<file path="src/sv/dhga_pkg.sv">
// ============================================================================
// dhga_pkg
// Shared types, constants and helpers for the detection heat grid accumulator.
// ============================================================================
package dhga_pkg;

    localparam int COORD_W     = 5;
    localparam int CMD_W       = 2;
    localparam int TYPE_W      = 8;
    localparam int STR_W       = 8;
    localparam int VAL_W       = 16;
    localparam int MAXI_W      = 15;
    localparam int DECAY_W     = 16;
    localparam int SHARE_W     = 9;
    localparam int WEIGHT_W    = 9;
    localparam int CFG_IDX_W   = 2;
    localparam int CFG_DATA_W  = 16;
    localparam int MUL_W       = 24;
    localparam int PROD_W      = 2 * MUL_W;

    localparam int GRID_SIDE_DEF = 32;

    localparam logic [MAXI_W-1:0]  MAXI_RST  = 15'd1024;
    localparam logic [DECAY_W-1:0] DECAY_RST = 16'd62259;
    localparam logic [SHARE_W-1:0] SHARE_RST = 9'd77;

    // Reciprocal of 255 scaled by 2^31, exact for dividends below 2^24.
    localparam logic [MUL_W-1:0] RECIP_255 = 24'h808081;

    localparam logic [CMD_W-1:0] CMD_DETECT = 2'd0;
    localparam logic [CMD_W-1:0] CMD_DECAY  = 2'd1;
    localparam logic [CMD_W-1:0] CMD_CLEAR  = 2'd2;
    localparam logic [CMD_W-1:0] CMD_READ   = 2'd3;

    localparam logic [CFG_IDX_W-1:0] CFG_MAX_INTENSITY  = 2'd0;
    localparam logic [CFG_IDX_W-1:0] CFG_DECAY_FACTOR   = 2'd1;
    localparam logic [CFG_IDX_W-1:0] CFG_NEIGHBOR_SHARE = 2'd2;

    typedef struct packed {
        logic [MUL_W-1:0] a;
        logic [MUL_W-1:0] b;
    } mul_req_t;

    // Detection weight in Q1.8 for each class.
    function automatic logic [WEIGHT_W-1:0] weight_q88(input logic [TYPE_W-1:0] det_class);
        logic [WEIGHT_W-1:0] w;
        begin
            case (det_class)
                8'd1:    w = 9'd256;
                8'd2:    w = 9'd307;
                8'd3:    w = 9'd205;
                8'd4:    w = 9'd256;
                8'd5:    w = 9'd179;
                default: w = 9'd128;
            endcase
            return w;
        end
    endfunction

endpackage

</file>
<file path="src/sv/dhga_mul.sv">
// ============================================================================
// dhga_mul
// Shared multiplier with a registered product, time-shared by the sequencer.
// ============================================================================
module dhga_mul (
    input  logic                           clk,
    input  dhga_pkg::mul_req_t             req,
    output logic [dhga_pkg::PROD_W-1:0]    prod
);

    logic [dhga_pkg::PROD_W-1:0] prod_reg;

    always_ff @(posedge clk)
    begin
        prod_reg <= dhga_pkg::PROD_W'(req.a) * dhga_pkg::PROD_W'(req.b);
    end

    assign prod = prod_reg;

endmodule
</file>
<file path="config.mk">
export PLATFORM = sky130hd
export DESIGN_NAME = dhga_mul
export DESIGN_NICKNAME = d
export VERILOG_FILES = /design/src/sv/dhga_pkg.sv /design/src/sv/dhga_mul.sv
export SDC_FILE = /design/constraint.sdc
export NUM_CORES = 1
export LEC_CHECK = 0
export ABC_CLOCK_PERIOD_IN_PS = 5900
export BUFFER_PORTS_ARGS = -buffer_cell sky130_fd_sc_hd__buf_2
export CELL_PAD_IN_SITES_DETAIL_PLACEMENT = 1
export CELL_PAD_IN_SITES_GLOBAL_PLACEMENT = 1
export CORE_ASPECT_RATIO = 0.6
export CORE_UTILIZATION = 40
export CTS_BUF_LIST = sky130_fd_sc_hd__clkbuf_16
export DETAILED_ROUTE_END_ITERATION = 16
export PLACE_DENSITY_LB_ADDON = 0.1
export SETUP_SLACK_MARGIN = 0.2
export SYNTH_ARGS = -nofsm -noshare
export SYNTH_HDL_FRONTEND = slang
export SYNTH_SLANG_ARGS = --single-unit
</file>
<file path="constraint.sdc">
create_clock -name clk -period 5.9 [get_ports clk]
set_clock_uncertainty 0.15 [all_clocks]
set_input_delay 0.295 -clock clk [delete_from_list [all_inputs] [get_ports clk]]
set_output_delay 0.295 -clock clk [all_outputs]
set_load 0.005 [all_outputs]
</file>
Word level (Yosys, flattened, before mapping)
Cells that the tools add are included.

word-level totals
  register bits = 48
  output and inout port bits = 48

operators by class
  multipliers = 1

operators by type and width
  kind              count
  $mul A24 B24 Y48  1

Depth between registers and ports, before layout
  word-level depth = 1
  gate-level depth with buffers = 26

Worst setup path before layout
Ideal clock, no wire load.

  path type = input-to-reg
  from = input port req[3] (netlist bit)
  to = register prod_reg, in the netlist prod[44]
  library setup time = 0.064 ns
  arrival = 6.239 ns
  path slack = -0.553 ns
  cell stages on the path = 25
  buffers on the path = 1
  cells stage by stage = clkbuf_1 > nand2_1 > fa_1 > inv_1 > fa_1 > inv_1 > fa_1 > inv_1 > fa_1 > inv_1 > fa_1 > inv_1 > fa_1 > inv_1 > fa_1 > inv_1 > ha_1 > a21oi_1 > nand2_1 > nor3_1 > a2111oi_4 > o21ai_1 > a21oi_1 > or3_1 > nand4_1

between the ends
  word-level cells in the longest chain between the ends = 1

ends and longest elaborated chain
  item                  RTL line        text
  start, declared       dhga_mul.sv:7   input dhga_pkg::mul_req_t req,
  $mul A24 B24 Y48      dhga_mul.sv:15  prod_reg <= dhga_pkg::PROD_W'(req.a) * dhga_pkg::PROD_W'(req.b);
  end signal, assigned  dhga_mul.sv:15
  end, declared         dhga_mul.sv:11  logic [dhga_pkg::PROD_W-1:0] prod_reg;

Every way passes these cells.

Worst setup path after layout
  from = input port req[14] (netlist bit)
  to = register prod_reg, in the netlist prod[46]

The elaborated chain is that of the path after synthesis.

==> metrics.md <==
| Metric | Value |
|---|---|
| Footprint of the multi-input gates | `0.01784 mm^2` |
| Clk sink count | `48` |
| Endpoint class of the critical path | `register` |
| WL/cell | `about 22 um` |
| Final-layout fill cell count | `about 5600` |
| Mapped Cells | `around 2200` |
| H-tree depth | `2` |
| Max FFs per register | `48` |
| Type of origin of the critical path | `primary input` |
| Worst slew pin tran | `between 0.3 and 0.4 ns` |
| Area grow syn2layout | `26.26%` |
| Failing checks | `negative setup slack` |
| Vias in the first global route | `17740` |
| Crit Path Class | `primary input to register` |
| Highest clock rate | `0.1542 GHz` |
| Die area | `between 0.05 and 0.06 mm^2` |
| Routed Antenna Nets | `0` |
| Post-DP HPWL | `~60000 um` |
| Via count | `roughly 16000` |
| Drt total wl | `69800 um` |
| DRC violations left | `0` |
| Pre-antenna DRT Iters | `5` |
| Synth Warn # | `0` |
| Worst hold path depth | `3` |
| Layout Nets | `around 3200` |
| Port Buf Inserts | `96` |
| Hold Crit Class | `primary input to register` |
| RSZ-0062 raised after global routing | `true` |
| Num CTS Buffers | `5` |
| Reg area | `a little under 0.001 mm^2` |
| Setup WS post-layout | `-0.5844 ns` |
| Flops & latches, synth | `48` |
| Clock-pin slew on the worst setup and hold paths | `roughly 0.070 ns` |
| Clock Tree Buf Depth | `2` |
| # rows | `63` |
| CP most frequent cell | `fa_1` |
| Congestion Overflow GR | `0` |
| Fraction of layout cells with a size suffix above 1 | `0.2615` |
| Min Hold Slack | `0.3023 ns` |
| # hold bufs at CTS | `0` |
| Worst Hold Endpoint | `prod[0]` |
| Number of synthesized flops with an enable pin | `0` |
| Worst path max stage delay | `about 0.62 ns` |
| Syn nets | `2943` |
| Initial Utilization | `0.4058` |
| Initial DRC count | `~1000` |
| GRT Total Usage | `0.2856` |
| CTS tree | `yes` |
| Result of the run | `finished, violations left` |
| Die width | `about 290 um` |
| Slew Viols, Final | `0` |
| Sequential-to-total area share from yosys stat | `0.04791` |
| Antenna violations before repair | `3` |
| Crit share post-route | `1.099` |
| GPL Wtd Cong | `0.9400` |
| Die height | `175.4 um` |
| Syn Std Cell Area | `0.02006 mm^2` |
| CP required | `around 6.0 ns` |
| Core area | `0.04942 mm^2` |
| I/O pin total | `97` |
| Period minus WS final | `6.484 ns` |
| Mean Syn Cell Area | `between 8 and 9 um^2` |
| Final hold violations | `0` |
| First-pass GRT wire length | `between 100000 and 150000 um` |
| Max stage delay cell, worst path | `fa_2` |
| Hold wc startpoint | `req[0]` |
| Clock root cell | `clkbuf_16` |
| Crit-path cells | `buf_8 > buf_12 > and2_4 > fa_1 > inv_2 > fa_1 > inv_2 > fa_1 > fa_2 > fa_2 > fa_1 > inv_2 > fa_1 > inv_2 > ha_4 > and4_4 > nor3b_4 > a22oi_2 > a2111oi_4 > buf_4 > nor2_2 > o41a_1 > o21ai_1 > and3_1` |
| Pin count of the biggest net entering global routing | `21` |
| Via density per instance | `between 4 and 5` |
| Main synth FF type | `dfxtp_1` |
| Synth async-reset ratio | `0` |
| Max Cap Viol | `0` |
| Slew margin rel. | `0.7396` |
| Worst-path maximum fanout | `5` |
| Final setup viols | `26` |
| Arrival time of the worst setup path | `around 6.6 ns` |
| Synth cell types | `roughly 50` |
-- Yosys cell counts (all sizes together), types with 10 or more instances --
cell type / count / area, um^2
nand4: 13 / 81.33
a21oi: 49 / 249.0
fa: 482 / 9649
nand2: 307 / 1152
a21o: 16 / 120.1
nand3: 14 / 70.07
xor2: 13 / 113.9
nor3: 10 / 50.05
nor2: 22 / 85.09
clkbuf: 98 / 367.9
dfxtp: 48 / 960.9
inv: 559 / 2098
ha: 174 / 2177
xnor2: 30 / 262.8
o21ai: 20 / 103.9
and2: 304 / 1902
-- worst max-delay path: cells and delay by family --
family / cells / cell delay [ns]
buffers and inverters: 7 / 0.60
AND/OR/NAND/NOR: 5 / 0.77
adder cells (fa/ha/maj): 8 / 4.04
AO/OA/AOI/OAI: 4 / 0.87
-- placed cells by master, fill, tap and decap left out, types with 6 or more instances in the layout --
| master | instances |
|---|---|
| a21oi_2 | 11 |
| inv_1 | 515 |
| nand2_4 | 6 |
| a21o_1 | 16 |
| buf_8 | 13 |
| xnor2_1 | 21 |
| and2_1 | 264 |
| xnor2_2 | 7 |
| a21oi_1 | 25 |
| buf_2 | 53 |
| buf_6 | 72 |
| nand3_1 | 11 |
| o21ai_0 | 7 |
| buf_12 | 18 |
| xor2_1 | 11 |
| o21bai_1 | 6 |
| clkbuf_16 | 6 |
| dfxtp_1 | 48 |
| inv_2 | 44 |
| nor2_1 | 17 |
| and2_4 | 40 |
| ha_1 | 149 |
| fa_1 | 436 |
| nand2_2 | 7 |
| ha_4 | 23 |
| nand4_1 | 13 |
| buf_4 | 234 |
| fa_2 | 46 |
| a21oi_4 | 13 |
| nand2_1 | 294 |
-- routing by layer --
metal	vias up	global-route usage	share of wire
met5	-	0	0.00017
met4	2	0.03064	0.0072
met3	35	0.07946	0.096
met2	463	0.3672	0.38
met1	8242	0.4718	0.52
li1	7076	-	-
-- logic make-up (layout without fill, tap and decap cells) --
group / Yosys count / after routing / synth area share
xor+xnor: 43 / 43 / 0.01878
simple gates: 696 / 696 / 0.1757
compound gates: 131 / 131 / 0.04317
buf+inv: 664 / 961 / 0.1247
fa+ha+maj: 656 / 656 / 0.5897
other cells: 0 / 2 / 0
flops: 48 / 48 / 0.04791
-- through the flow --
step                cell area [um^2]    util  setup TNS [ns]  std cells  setup slack (ns)
floorplan                      20560       -          -2.243       2238           -0.2595
global placement               23240  0.4703          -23.00       3131           -0.9761
detailed placement             23240  0.4703          -24.45       3131            -1.085
CTS                            24640  0.4985          -7.248       3165           -0.5131
global route                   25320  0.5122          -11.66       3185           -0.7254
finish                         25320  0.5123          -7.907       3187           -0.5844
-- cell type report --
cell class,instances,share of cell area
Inverter,559,0.08296
Multi-Input combinational cell,1526,0.7047
Timing Repair Buffer,395,0.1368
Sequential cell,48,0.03795
Antenna cell,2,0.0001976
Clock inverter,2,0.0003459
Clock buffer,5,0.004941
Tap cell,650,0.03212
-- how the worst max path moves through the flow --
stage	from	cells after the start	slack [ns]	end
global placement	req[44]	23	-0.98	prod[44]
finish	req[14]	24	-0.58	prod[46]
detailed placement	req[37]	22	-1.08	prod[46]
CTS	req[36]	24	-0.51	prod[46]
global route	req[14]	24	-0.73	prod[46]
floorplan	req[13]	23	-0.26	prod[46]
-- repair_timing --
action,in CTS,in global routing
gates resized for setup,246,161
pin swaps,68,71
gates cloned,1,1
setup buffers,26,19
endpoints found under the setup margin,34,34
Power is left out: the tool's default activity adds up to more than one toggle a clock period on the data nets, which glitch-free logic cannot reach.
